### config.mk
export PLATFORM = sky130hd
export DESIGN_NAME = deadline_timer_queue
export DESIGN_NICKNAME = d
export VERILOG_FILES = /design/src/sv/dtq_pkg.sv /design/src/sv/dtq_entry_ram.sv /design/src/sv/dtq_order_cmp.sv /design/src/sv/deadline_timer_queue.sv
export SDC_FILE = /design/constraint.sdc
export NUM_CORES = 1
export LEC_CHECK = 0
export BUFFER_PORTS_ARGS = -buffer_cell sky130_fd_sc_hd__buf_2
export CORE_MARGIN = 2
export CORE_UTILIZATION = 40
export CTS_BUF_LIST = sky130_fd_sc_hd__clkbuf_4
export DETAILED_ROUTE_END_ITERATION = 12
export PLACE_DENSITY = 0.59
export SKIP_LAST_GASP = 1
export SLEW_MARGIN = 20
export SYNTH_ARGS = -nofsm -noshare
export SYNTH_HDL_FRONTEND = slang
export SYNTH_SLANG_ARGS = --single-unit
### constraint.sdc
create_clock -name clk -period 12.5 [get_ports clk]
set_input_delay 0.625 -clock clk [delete_from_list [all_inputs] [get_ports clk]]
set_output_delay 0.625 -clock clk [all_outputs]
set_load 0.01 [all_outputs]
### src/sv/dtq_pkg.sv
package dtq_pkg;

    // Sizing of the queue and of the item fields.
    localparam int QUEUE_SLOTS = 16;
    localparam int TIME_BITS   = 32;
    localparam int PRIO_BITS   = 8;
    localparam int TASK_BITS   = 4;
    localparam int TASK_SLOTS  = 1 << TASK_BITS;
    localparam int IDX_BITS    = $clog2(QUEUE_SLOTS);
    localparam int COUNT_BITS  = $clog2(QUEUE_SLOTS + 1);

    // Request kinds.
    localparam logic [1:0] REQ_TICK     = 2'd0;
    localparam logic [1:0] REQ_ADD      = 2'd1;
    localparam logic [1:0] REQ_POLL     = 2'd2;
    localparam logic [1:0] REQ_COMPLETE = 2'd3;

    // Result status codes.
    localparam logic [1:0] ST_DONE   = 2'd0;
    localparam logic [1:0] ST_FIRED  = 2'd1;
    localparam logic [1:0] ST_REJECT = 2'd2;

    typedef struct packed {
        logic [1:0]           req_type;
        logic [TASK_BITS-1:0] task_id;
        logic [TIME_BITS-1:0] due_ms;
        logic [PRIO_BITS-1:0] priority_req;
        logic [TIME_BITS-1:0] interval;
    } req_t;

    typedef struct packed {
        logic [1:0]            status;
        logic [TASK_BITS-1:0]  fired_task;
        logic [TIME_BITS-1:0]  fired_due;
        logic [COUNT_BITS-1:0] queue_count;
        logic [TIME_BITS-1:0]  now_time;
    } rsp_t;

    typedef struct packed {
        logic [TIME_BITS-1:0] due;
        logic [PRIO_BITS-1:0] prio;
        logic [TASK_BITS-1:0] task_id;
    } entry_t;

    typedef struct packed {
        logic                en;
        logic [IDX_BITS-1:0] addr;
        entry_t              data;
    } ram_wr_t;

endpackage

### src/sv/dtq_entry_ram.sv
module dtq_entry_ram (
    input  logic                          clk,
    input  dtq_pkg::ram_wr_t              wr,
    input  logic                          rd_en,
    input  logic [dtq_pkg::IDX_BITS-1:0]  rd_addr,
    output dtq_pkg::entry_t               rd_data
);
    import dtq_pkg::*;

    entry_t mem [QUEUE_SLOTS];
    entry_t rd_data_reg;

    always_ff @(posedge clk)
    begin
        if (wr.en)
        begin
            mem[wr.addr] <= wr.data;
        end
        if (rd_en)
        begin
            rd_data_reg <= mem[rd_addr];
        end
    end

    assign rd_data = rd_data_reg;

endmodule

### src/sv/dtq_order_cmp.sv
module dtq_order_cmp (
    input  dtq_pkg::entry_t                entry,
    input  logic [dtq_pkg::TIME_BITS-1:0]  key_due,
    input  logic [dtq_pkg::PRIO_BITS-1:0]  key_prio,
    input  logic                           tie_wins,
    output logic                           key_first
);
    import dtq_pkg::*;

    // The key goes ahead of the entry when the entry is due later, or, with
    // the tie rule on, when both are due together and the entry's priority
    // is not higher.
    always_comb
    begin
        key_first = (entry.due > key_due) ||
                    (tie_wins && (entry.due == key_due) && (entry.prio <= key_prio));
    end

endmodule

### src/sv/deadline_timer_queue.sv
// Channel   Direction  Handshake             Payload
// req       in         req_valid/req_stall   dtq_pkg::req_t (one request)
// rsp       out        rsp_valid/rsp_stall   dtq_pkg::rsp_t (one result per request)
//
// A tick, a rejected request or a poll of an empty queue goes straight to S_FINISH; any other poll
// first checks the head of the list in S_POLL_CHK.
// An add or a reinsert into a non-empty queue walks the entry memory from the tail of the list in
// S_INS_SCAN: one entry is read, compared and moved per cycle.
// Reset (rst_n, asynchronous) empties the queue, zeroes the counter and drops any pending task.
// A stalled result sits in the output register while the next request is accepted.
module deadline_timer_queue (
    input  logic            clk,
    input  logic            rst_n,
    input  logic            req_valid,
    output logic            req_stall,
    input  dtq_pkg::req_t   req,
    output logic            rsp_valid,
    input  logic            rsp_stall,
    output dtq_pkg::rsp_t   rsp
);
    import dtq_pkg::*;

    // Sequencer states.
    localparam logic [2:0] S_IDLE      = 3'd0;
    localparam logic [2:0] S_INS_ISSUE = 3'd1;
    localparam logic [2:0] S_INS_SCAN  = 3'd2;
    localparam logic [2:0] S_INS_PUT   = 3'd3;
    localparam logic [2:0] S_POLL_CHK  = 3'd4;
    localparam logic [2:0] S_FINISH    = 3'd5;

    localparam logic [COUNT_BITS-1:0] FULL_COUNT = COUNT_BITS'(QUEUE_SLOTS);
    localparam logic [IDX_BITS-1:0]   LAST_IDX   = IDX_BITS'(QUEUE_SLOTS - 1);

    // The sorted list lives in a ring: logical position k sits at physical
    // slot (head + k) modulo the depth. A pop only advances the head.
    function automatic logic [IDX_BITS-1:0] phys_idx(
        input logic [IDX_BITS-1:0]   head,
        input logic [COUNT_BITS-1:0] k
    );
        logic [COUNT_BITS:0] s;
        s = (COUNT_BITS + 1)'(head) + (COUNT_BITS + 1)'(k);
        if (s >= (COUNT_BITS + 1)'(QUEUE_SLOTS))
        begin
            s = s - (COUNT_BITS + 1)'(QUEUE_SLOTS);
        end
        return s[IDX_BITS-1:0];
    endfunction

    logic [2:0]            state_reg, state_next;
    entry_t                key_reg, key_next;
    logic [1:0]            status_reg, status_next;
    logic [COUNT_BITS-1:0] count_reg, count_next;
    logic [IDX_BITS-1:0]   head_reg, head_next;
    logic [TIME_BITS-1:0]  time_reg, time_next;
    logic                  pend_valid_reg, pend_valid_next;
    entry_t                pend_reg, pend_next;
    logic [TASK_SLOTS-1:0] queued_reg, queued_next;
    logic [IDX_BITS-1:0]   scan_reg, scan_next;
    logic                  rsp_valid_reg, rsp_valid_next;
    rsp_t                  rsp_reg, rsp_next;

    ram_wr_t               ram_wr;
    logic                  rd_en;
    logic [IDX_BITS-1:0]   rd_addr;
    entry_t                rd_data;

    logic [TIME_BITS-1:0]  cmp_due;
    logic                  cmp_tie;
    logic                  key_first;

    dtq_entry_ram u_ram (
        .clk     (clk),
        .wr      (ram_wr),
        .rd_en   (rd_en),
        .rd_addr (rd_addr),
        .rd_data (rd_data)
    );

    // The one comparator serves both the insertion walk and the due check of
    // a poll. For a poll the key is the counter and ties count as due.
    assign cmp_due = (state_reg == S_POLL_CHK) ? time_reg : key_reg.due;
    assign cmp_tie = (state_reg != S_POLL_CHK);

    dtq_order_cmp u_cmp (
        .entry     (rd_data),
        .key_due   (cmp_due),
        .key_prio  (key_reg.prio),
        .tie_wins  (cmp_tie),
        .key_first (key_first)
    );

    assign req_stall = (state_reg != S_IDLE);
    assign rsp_valid = rsp_valid_reg;
    assign rsp       = rsp_reg;

    always_comb
    begin
        state_next      = state_reg;
        key_next        = key_reg;
        status_next     = status_reg;
        count_next      = count_reg;
        head_next       = head_reg;
        time_next       = time_reg;
        pend_valid_next = pend_valid_reg;
        pend_next       = pend_reg;
        queued_next     = queued_reg;
        scan_next       = scan_reg;
        rsp_valid_next  = rsp_valid_reg;
        rsp_next        = rsp_reg;
        ram_wr          = '0;
        rd_en           = 1'b0;
        rd_addr         = '0;

        if (rsp_valid_reg && !rsp_stall)
        begin
            rsp_valid_next = 1'b0;
        end

        unique case (state_reg)
            S_IDLE:
            begin
                if (req_valid)
                begin
                    status_next = ST_DONE;
                    state_next  = S_FINISH;
                    unique case (req.req_type)
                        REQ_TICK:
                        begin
                            time_next = time_reg + 1'b1;
                        end
                        REQ_ADD:
                        begin
                            // A full queue, a slot already queued, or the slot
                            // that awaits completion cannot be added.
                            if ((count_reg == FULL_COUNT) || queued_reg[req.task_id] ||
                                (pend_valid_reg && (pend_reg.task_id == req.task_id)))
                            begin
                                status_next = ST_REJECT;
                            end
                            else
                            begin
                                key_next.due     = req.due_ms;
                                key_next.prio    = req.priority_req;
                                key_next.task_id = req.task_id;
                                state_next       = S_INS_ISSUE;
                            end
                        end
                        REQ_POLL:
                        begin
                            if (pend_valid_reg)
                            begin
                                status_next = ST_REJECT;
                            end
                            else if (count_reg != '0)
                            begin
                                rd_en      = 1'b1;
                                rd_addr    = head_reg;
                                state_next = S_POLL_CHK;
                            end
                        end
                        REQ_COMPLETE:
                        begin
                            if (!pend_valid_reg)
                            begin
                                status_next = ST_REJECT;
                            end
                            else
                            begin
                                pend_valid_next = 1'b0;
                                // A zero interval drops the task.
                                if ((req.interval != '0) && (count_reg < FULL_COUNT))
                                begin
                                    key_next.due     = pend_reg.due + req.interval;
                                    key_next.prio    = pend_reg.prio;
                                    key_next.task_id = pend_reg.task_id;
                                    state_next       = S_INS_ISSUE;
                                end
                            end
                        end
                        default:
                        begin
                            status_next = ST_REJECT;
                        end
                    endcase
                end
            end

            S_INS_ISSUE:
            begin
                if (count_reg == '0)
                begin
                    ram_wr.en                    = 1'b1;
                    ram_wr.addr                  = head_reg;
                    ram_wr.data                  = key_reg;
                    count_next                   = count_reg + 1'b1;
                    queued_next[key_reg.task_id] = 1'b1;
                    state_next                   = S_FINISH;
                end
                else
                begin
                    // Start the walk at the tail of the list.
                    rd_en      = 1'b1;
                    rd_addr    = phys_idx(head_reg, count_reg - 1'b1);
                    scan_next  = IDX_BITS'(count_reg - 1'b1);
                    state_next = S_INS_SCAN;
                end
            end

            S_INS_SCAN:
            begin
                ram_wr.en   = 1'b1;
                ram_wr.addr = phys_idx(head_reg, COUNT_BITS'(COUNT_BITS'(scan_reg) + 1'b1));
                if (key_first)
                begin
                    // The entry moves one place toward the tail.
                    ram_wr.data = rd_data;
                    if (scan_reg == '0)
                    begin
                        state_next = S_INS_PUT;
                    end
                    else
                    begin
                        rd_en     = 1'b1;
                        rd_addr   = phys_idx(head_reg, COUNT_BITS'(scan_reg - 1'b1));
                        scan_next = scan_reg - 1'b1;
                    end
                end
                else
                begin
                    ram_wr.data                  = key_reg;
                    count_next                   = count_reg + 1'b1;
                    queued_next[key_reg.task_id] = 1'b1;
                    state_next                   = S_FINISH;
                end
            end

            S_INS_PUT:
            begin
                ram_wr.en                    = 1'b1;
                ram_wr.addr                  = head_reg;
                ram_wr.data                  = key_reg;
                count_next                   = count_reg + 1'b1;
                queued_next[key_reg.task_id] = 1'b1;
                state_next                   = S_FINISH;
            end

            S_POLL_CHK:
            begin
                // The head fires once the counter has reached its due time.
                if (!key_first)
                begin
                    pend_valid_next              = 1'b1;
                    pend_next                    = rd_data;
                    head_next                    = (head_reg == LAST_IDX) ? '0 : head_reg + 1'b1;
                    count_next                   = count_reg - 1'b1;
                    queued_next[rd_data.task_id] = 1'b0;
                    status_next                  = ST_FIRED;
                end
                state_next = S_FINISH;
            end

            S_FINISH:
            begin
                if (!rsp_valid_reg || !rsp_stall)
                begin
                    rsp_valid_next       = 1'b1;
                    rsp_next.status      = status_reg;
                    rsp_next.fired_task  = (status_reg == ST_FIRED) ? pend_reg.task_id : '0;
                    rsp_next.fired_due   = (status_reg == ST_FIRED) ? pend_reg.due : '0;
                    rsp_next.queue_count = count_reg;
                    rsp_next.now_time    = time_reg;
                    state_next           = S_IDLE;
                end
            end

            default:
            begin
                state_next = S_IDLE;
            end
        endcase
    end

    always_ff @(posedge clk or negedge rst_n)
    begin
        if (!rst_n)
        begin
            state_reg      <= S_IDLE;
            status_reg     <= ST_DONE;
            count_reg      <= '0;
            head_reg       <= '0;
            time_reg       <= '0;
            pend_valid_reg <= 1'b0;
            pend_reg       <= '0;
            queued_reg     <= '0;
            rsp_valid_reg  <= 1'b0;
        end
        else
        begin
            state_reg      <= state_next;
            status_reg     <= status_next;
            count_reg      <= count_next;
            head_reg       <= head_next;
            time_reg       <= time_next;
            pend_valid_reg <= pend_valid_next;
            pend_reg       <= pend_next;
            queued_reg     <= queued_next;
            rsp_valid_reg  <= rsp_valid_next;
        end
    end

    always_ff @(posedge clk)
    begin
        key_reg  <= key_next;
        scan_reg <= scan_next;
        rsp_reg  <= rsp_next;
    end

`ifndef NO_ASSERTIONS
    // The slot map and the fill count describe the same set of tasks.
    a_count_matches_map: assert property (@(posedge clk) disable iff (!rst_n)
        $countones(queued_reg) == int'(count_reg))
        else $error("queued slot map disagrees with the fill count");

    // A task that awaits completion is never in the list at the same time.
    a_pending_not_queued: assert property (@(posedge clk) disable iff (!rst_n)
        pend_valid_reg |-> !queued_reg[pend_reg.task_id])
        else $error("pending task is also queued");

    // The insertion walk stays inside the list and only runs with room left.
    a_scan_in_range: assert property (@(posedge clk) disable iff (!rst_n)
        (state_reg == S_INS_SCAN) |->
            ((COUNT_BITS'(scan_reg) < count_reg) && (count_reg < FULL_COUNT)))
        else $error("insertion walk out of range");

    // An accepted request always keeps the sequencer busy for the next cycle.
    a_busy_after_accept: assert property (@(posedge clk) disable iff (!rst_n)
        (req_valid && !req_stall) |=> req_stall)
        else $error("request port not stalled after an accepted transaction");
`endif

endmodule
==> results.sh, run 1 <==
export IMPL_fp_row_count=119
export IMPL_fin_crit_ns=6.90
export IMPL_routed_wl_um=121000
export IMPL_end_kind="flip-flop"
export IMPL_report_final_slew_viol_count=0
export IMPL_rsz0062_at_grt="no"
export IMPL_synth_edf_count=871
export IMPL_synthFlopType="edfxtp_1"
export IMPL_synth_most_common_cell="edfxtp_1"
export IMPL_dp_hpwl_um=67000
export IMPL_cts_setup_buffers=0
export IMPL_switching_share_pct=38.4
export IMPL_worstSetupPathType="reg -> reg"
export IMPL_path_max_fanout=74
export IMPL_async_reset_ff_share_pct=11.0
export IMPL_insertion_delay_ns=1.13
export IMPL_drt_first_iter_violations=2814
export IMPL_drive_gt1_share_pct=19.4
export IMPL_synth_area_leader_cell="edfxtp_1"
export IMPL_cts_sinks=979
export IMPL_gp_congestion=0.867
export IMPL_ant_nets=0
export IMPL_power_switching_mw=4.56
export IMPL_ir_worst_vdd_uv=336
export IMPL_dieArea_um2=108000
export IMPL_setup_tns_ns=0
export IMPL_cts_max_level=4
export IMPL_vias=27900
export IMPL_finalSetupViolations=0
export IMPL_max_cap_violations=0
export IMPL_fin_crit_sh_pct=55.2
export IMPL_yosys_register_bits=979
export IMPL_reg2reg_depth=16
export IMPL_die_w_um=329
export IMPL_hold_viol=0
export IMPL_worstMarginPinSlew_ns=1.05
export IMPL_path_clk_slew_ns=0.08
export IMPL_avgSynthCellArea_um2=14.2
export IMPL_io_pins=159
export IMPL_nFillCells=9334
export IMPL_worstPathArrival_ns=7.85
export IMPL_clkPwrFrac_pct=22.8
export IMPL_power_leakage_nw=18.1
export IMPL_grt_pass1_vias=27500
export IMPL_syn_nets=3147
export IMPL_fin_ws_ns=5.60
export IMPL_synthTopCellsByCount="871 x edfxtp_1, 325 x nand2_1, 208 x mux2i_1"
export IMPL_startpoint_type="flip-flop"
export IMPL_slew_limit_headroom_pct=29.8
export IMPL_ys_warn_count=0
export IMPL_largest_register_ffs=704
export IMPL_drt_drc_violations_left=0
export IMPL_start_util_pct=40.2
export IMPL_syn_inst=2976
export IMPL_cts_tree="yes"
export IMPL_multi_input_area_um2=12700
export IMPL_port_buffers=158
export IMPL_grt_max_degree=76
export IMPL_syn2layout_area_growth_pct=14.3
export IMPL_grt_first_pass_wirelength_um=178000
export IMPL_internal_power_mw=7.30
export IMPL_pwr_share_seq_pct=40.6
export IMPL_fmax_ghz=0.145
export IMPL_whs_path_depth=4
export IMPL_design_core_area_um2=105000
export IMPL_routed_via_density=5.72
export IMPL_synth_top_area_share_pct=62.0
export IMPL_dr_pass1_iters=7
export IMPL_final_nets=3472
export IMPL_synth_distinct_cells=71
export IMPL_die_height_um=329
export IMPL_status="finished, final reports clean"
export IMPL_finalClockSkew_ns=0.0787
export IMPL_antenna_found_initial=1
export IMPL_root_buffer="clkbuf_4"
export IMPL_pwr_share_comb_pct=36.6
export IMPL_ys_seq_area_share_pct=68.4
export IMPL_power_density_nw_per_um2=246
export IMPL_regArea_um2=28900
export IMPL_synthesis_area_um2=42200
export IMPL_track_usage_pct=22.2
export IMPL_synth_top_cells_by_area="edfxtp_1 62%, dfrtp_1 6.4%, mux2i_1 4.9%"
export IMPL_dpl_worst_slack_ns=5.73
export IMPL_routedWlPerCell_um=24.9
export IMPL_cp_required_ns=13.45
export IMPL_cts_buffer_depth=3
export IMPL_hold_class="in -> reg"
export IMPL_cts_buffers=240
export IMPL_overflow=0
worst max-delay path: stages (launching register included):
cell and delay, ns:
dfrtp_1 0.55, nor2_1 0.12, nand2_2 0.14, buf_4 0.51
mux2i_1 0.16, ha_1 0.33, nand4_1 0.13, or3_4 0.46
or3_4 0.42, o22a_2 0.33, o2111ai_4 0.21, buf_4 0.57
and2_4 0.86, buf_4 0.94, mux2i_1 0.16, a2111oi_0 0.46
and3_1 0.21
through the flow:
| step | instances | hold slack [ns] | cell area [um^2] | util [%] | total power, mW |
|---|---|---|---|---|---|
| after floorplan | 2976 | 0.329 | 42200 | - | 7.60 |
| after global placement | 4395 | 0.459 | 44600 | 42.5 | 9.11 |
| after detailed placement | 4395 | 0.461 | 44600 | 42.5 | 9.15 |
| after CTS | 4868 | 0.0310 | 48300 | 46.0 | 11.9 |
| after global routing | 4869 | 0.104 | 48300 | 46.0 | 12.5 |
| final | 4869 | 0.151 | 48300 | 46.0 | 11.9 |
final cells by class:
cell class,count,share of cell area (%)
timing repair buffer,262,3.55
tap,1391,3.61
sequential,979,59.8
multi-input combinational,1783,26.3
clock buffer,365,5.68
inverter,35,0.272
clock inverter,53,0.796
antenna,1,0.00519
cell families (layout without fill, tap and decap cells):
| kind of cell | count (synthesis) | count (layout) | synth area share, % |
|---|---|---|---|
| flops | 979 | 979 | 68.4 |
| buf+inv | 214 | 715 | 2.20 |
| other cells | 0 | 1 | 0 |
| simple gates | 834 | 834 | 10.3 |
| compound gates | 555 | 555 | 9.21 |
| xor+xnor | 76 | 76 | 1.58 |
| fa+ha+maj | 89 | 89 | 2.71 |
| mux | 229 | 229 | 5.63 |
final timing paths:
check	startpoint	slack (ns)	to
hold / removal	req[25]	0.15	key_reg[37]
setup / recovery	state_reg[1]	5.60	u_ram.rd_data[41]
min in group asynchronous	rst_n	0.61	pend_reg[37]
hold reg to reg	status_reg[0]	0.47	rsp[73]
max in group asynchronous	rst_n	10.51	pend_reg[8]
setup reg to reg	state_reg[1]	5.60	u_ram.rd_data[41]
placed cells by master, fill, tap and decap left out, types with 30 or more instances in the layout:
| master | n |
|---|---|
| edfxtp_1 | 871 |
| inv_1 | 35 |
| and4_1 | 90 |
| a22o_1 | 44 |
| xnor2_1 | 46 |
| dlygate4sd3_1 | 55 |
| a2111oi_0 | 89 |
| and2_1 | 41 |
| mux2i_1 | 208 |
| nand2_1 | 321 |
| and3_1 | 100 |
| clkinv_1 | 30 |
| o21ai_0 | 181 |
| xor2_1 | 30 |
| buf_2 | 157 |
| buf_4 | 50 |
| clkbuf_4 | 365 |
| nand3_1 | 124 |
| a21oi_1 | 56 |
| nor2_1 | 45 |
| dfrtp_1 | 108 |
| ha_1 | 85 |
| a32oi_1 | 44 |
| a22oi_1 | 45 |
power groups by stage:
stage | Combinational, mW | Sequential, mW | Clock, mW
2_1_floorplan | 2.89 | 4.71 | 0
3_3_place_gp | 4.24 | 4.87 | 0
3_5_place_dp | 4.29 | 4.87 | 0
4_1_cts | 4.32 | 4.80 | 2.76
5_1_grt | 4.72 | 4.85 | 2.93
6_report | 4.34 | 4.81 | 2.70
timing repair:
| action | in CTS | in global routing |
|---|---|---|
| endpoints found under the hold margin | 108 | 0 |
| resized for setup | 0 | 0 |
| hold buffers | 55 | 0 |
per-layer routing:
layer	track usage [%]	up-vias	part of all wire, %
met3	4.35	211	8.1
met1	29.9	14000	42
met4	7.70	0	2.5
li1	-	12400	-
met5	0	-	0
met2	35.9	1269	47
Note: power is estimated with default switching activity, not from simulation.
==> run 2, diff against run 1 <==
--- a/config.mk
+++ b/config.mk
@@ -5,12 +5,13 @@
 export SDC_FILE = /design/constraint.sdc
 export NUM_CORES = 1
 export LEC_CHECK = 0
+export ABC_AREA = 1
 export BUFFER_PORTS_ARGS = -buffer_cell sky130_fd_sc_hd__buf_2
 export CORE_MARGIN = 2
 export CORE_UTILIZATION = 40
 export CTS_BUF_LIST = sky130_fd_sc_hd__clkbuf_4
 export DETAILED_ROUTE_END_ITERATION = 12
-export PLACE_DENSITY = 0.59
+export PLACE_DENSITY = 0.61
 export SKIP_LAST_GASP = 1
 export SLEW_MARGIN = 20
 export SYNTH_ARGS = -nofsm -noshare
==> constraint.sdc (replaced) <==
create_clock -name clk -period 6.2 [get_ports clk]
set_input_delay 0.31 -clock clk [delete_from_list [all_inputs] [get_ports clk]]
set_output_delay 0.31 -clock clk [all_outputs]
set_load 0.01 [all_outputs]
==> run 2 against run 1 <==
  * Largest cell class unchanged
  * Die area rose by 8.2%
  * Sequential share of layout area fell by 4.8 points
  * Core utilization rose by 0.14 points
  * Combinational power rose by 150%
  * Critical endpoint is now u_ram.rd_data[3]
  * Largest power group is now combinational logic
  * Total power rose by 120%
  * Design area rose by 8.8%
  * Critical path depth rose by 5
==> results.sh, run 2 <==
export IMPL_path_clk_slew_ns=0.08
export IMPL_crit_top_cell="nand3_1"
export IMPL_dieArea_um2=117000
export IMPL_report_final_slew_viol_count=0
export IMPL_synth_top_area_share_pct=57.2
export IMPL_setup_tns_ns=0
export IMPL_drt_first_iter_violations=2877
export IMPL_ys_seq_area_share_pct=63.1
export IMPL_syn2layout_area_growth_pct=14.8
export IMPL_slowest_delay_ns=0.83
export IMPL_design_area_um2=52500
export IMPL_nFillCells=10700
export IMPL_fmax_ghz=0.188
export IMPL_final_nets=4946
export IMPL_final_common_cell="edfxtp_1"
export IMPL_port_buffers=158
export IMPL_vias=33600
export IMPL_largest_register_ffs=704
export IMPL_p_total_mw=25.9
export IMPL_startpoint_type="flip-flop"
export IMPL_worstPathArrival_ns=6.26
export IMPL_gp_congestion=0.933
export IMPL_cts_setup_buffers=0
export IMPL_cts_buffer_depth=3
export IMPL_dp_hpwl_um=73900
export IMPL_yosys_register_bits=979
export IMPL_grt_first_pass_wirelength_um=194000
export IMPL_cts_buffers=235
export IMPL_r2r_start="state_reg[1]"
export IMPL_worstHoldStart="req[33]"
export IMPL_fin_crit_ns=5.31
export IMPL_ant_nets=0
export IMPL_worstMarginPinSlew_ns=1.24
export IMPL_dr_pass1_iters=6
export IMPL_die_height_um=342
export IMPL_status="finished, final reports clean"
export IMPL_design_core_area_um2=114000
export IMPL_grt_pass1_vias=32500
export IMPL_drive_gt1_share_pct=13.7
export IMPL_io_pins=159
export IMPL_synth_area_leader_cell="edfxtp_1"
export IMPL_async_reset_ff_share_pct=11.0
export IMPL_antenna_found_initial=4
export IMPL_worstSetupPathType="reg -> reg"
export IMPL_fin_crit_sh_pct=85.7
export IMPL_power_leakage_nw=22.0
export IMPL_max_cap_violations=0
export IMPL_end_kind="flip-flop"
export IMPL_slew_limit_headroom_pct=17.3
export IMPL_synth_most_common_cell="edfxtp_1"
export IMPL_syn_inst=4418
export IMPL_synth_distinct_cells=53
export IMPL_final_core_util_pct=46.1
export IMPL_drt_drc_violations_left=0
export IMPL_cts_hold_buf=112
export IMPL_synth_top_cells_by_area="edfxtp_1 57%, nand3_1 9.3%, nand2_1 6.6%"
export IMPL_place_area_um2=48200
export IMPL_path_max_fanout=107
export IMPL_worst_path_max_delay_cell="inv_6"
export IMPL_cts_tree="yes"
export IMPL_synthFlopType="edfxtp_1"
export IMPL_fp_row_count=124
export IMPL_cp_required_ns=7.15
export IMPL_path_cells="inv_2, nand2_2, nor2_4, buf_4, mux2i_1, ha_1, nand2_1, nor2_1, nand4_1, nor2_1, nand4_1, nand2_1, nand2_4, nand3_1, nand2_8, inv_6, buf_4, nand3_1, nand3_1, nand3_1, nand2_1"
export IMPL_synthesis_area_um2=45700
export IMPL_overflow=0
export IMPL_syn_nets=4589
export IMPL_hold_viol=0
export IMPL_insertion_delay_ns=1.10
export IMPL_start_util_pct=40.1
export IMPL_routed_via_density=5.18
export IMPL_final_cell_mix="871 x edfxtp_1, 853 x nand3_1, 808 x nand2_1"
export IMPL_post_cts_resized=0
export IMPL_hold_class="in -> reg"
export IMPL_power_density_nw_per_um2=494
export IMPL_synthTopCellsByCount="871 x edfxtp_1, 854 x nand3_1, 809 x nand2_1"
export IMPL_root_buffer="clkbuf_4"
export IMPL_cts_sinks=979
export IMPL_ys_warn_count=0
export IMPL_finalSetupViolations=0
export IMPL_synth_edf_count=871
export IMPL_rsz0062_at_grt="no"
export IMPL_die_w_um=342
export IMPL_finalClockSkew_ns=0.0582
export IMPL_track_usage_pct=21.5
export IMPL_grt_max_degree=227
export IMPL_routed_wl_um=127000
export IMPL_ir_worst_vdd_uv=419
export IMPL_startpoint="state_reg[1]"
export IMPL_cts_max_level=4
export IMPL_routedWlPerCell_um=19.6
export IMPL_avgSynthCellArea_um2=10.3
[run 2: final timing paths]
path,endpoint,slack (ns),cells after the start
max in group asynchronous,time_reg[29],5.00,4
hold / removal,key_reg[5],0.13,4
min in group asynchronous,queued_reg[3],0.33,4
setup reg to reg,u_ram.rd_data[3],0.89,21
hold reg to reg,rsp[74],0.45,0
setup / recovery,u_ram.rd_data[3],0.89,21
[run 2: layout make-up]
| type | count | area, um^2 | share of cell area (%) |
|---|---|---|---|
| clock inverters | 80 | 448 | 0.853 |
| diodes | 1 | 2.50 | 0.00477 |
| flip-flops and latches | 979 | 28900 | 55.0 |
| multi-input cells | 2516 | 13300 | 25.4 |
| clock buffers | 358 | 2690 | 5.12 |
| well taps | 1512 | 1890 | 3.60 |
| inverters | 696 | 2630 | 5.00 |
| repair buffers | 347 | 2650 | 5.05 |
[run 2: metrics by stage]
step	cells	setup slack, ns	hold slack (ns)
final	6489	0.887	0.132
after detailed placement	5938	0.961	0.390
after CTS	6488	0.929	0.0163
after global placement	5936	1.00	0.390
after global routing	6489	0.476	0.0409
after floorplan	4418	1.13	0.0144
[run 2: logic make-up after synthesis]
group,after synthesis,synth area share [%]
xor+xnor,65,1.25
flops,979,63.1
mux,7,0.153
fa+ha+maj,89,2.50
buf+inv,923,8.17
simple gates,2022,20.6
compound gates,333,4.25
[run 2: metal layers]
metal	GRT usage [%]	wire (um)	up-vias
met4	6.74	2900	2
met3	3.27	8600	217
met5	0	20	-
li1	-	-	15900
met2	35.3	60900	1259
met1	29.4	55000	16200
[run 2: critical path: cells and delay by family (launching register included)]
kind                       cells  cell delay [ns]
and+or+nand+nor               15             2.19
muxes                          1             0.16
buffers and inverters          4             1.91
adders and majority gates      1             0.31
DFF                            1             0.40
[run 2: report_power, final]
part / leakage, nW / internal, mW / switching (mW)
combinational: 10.8 / 3.23 / 7.47
clock: 1.84 / 2.80 / 2.61
sequential: 9.37 / 9.18 / 0.647
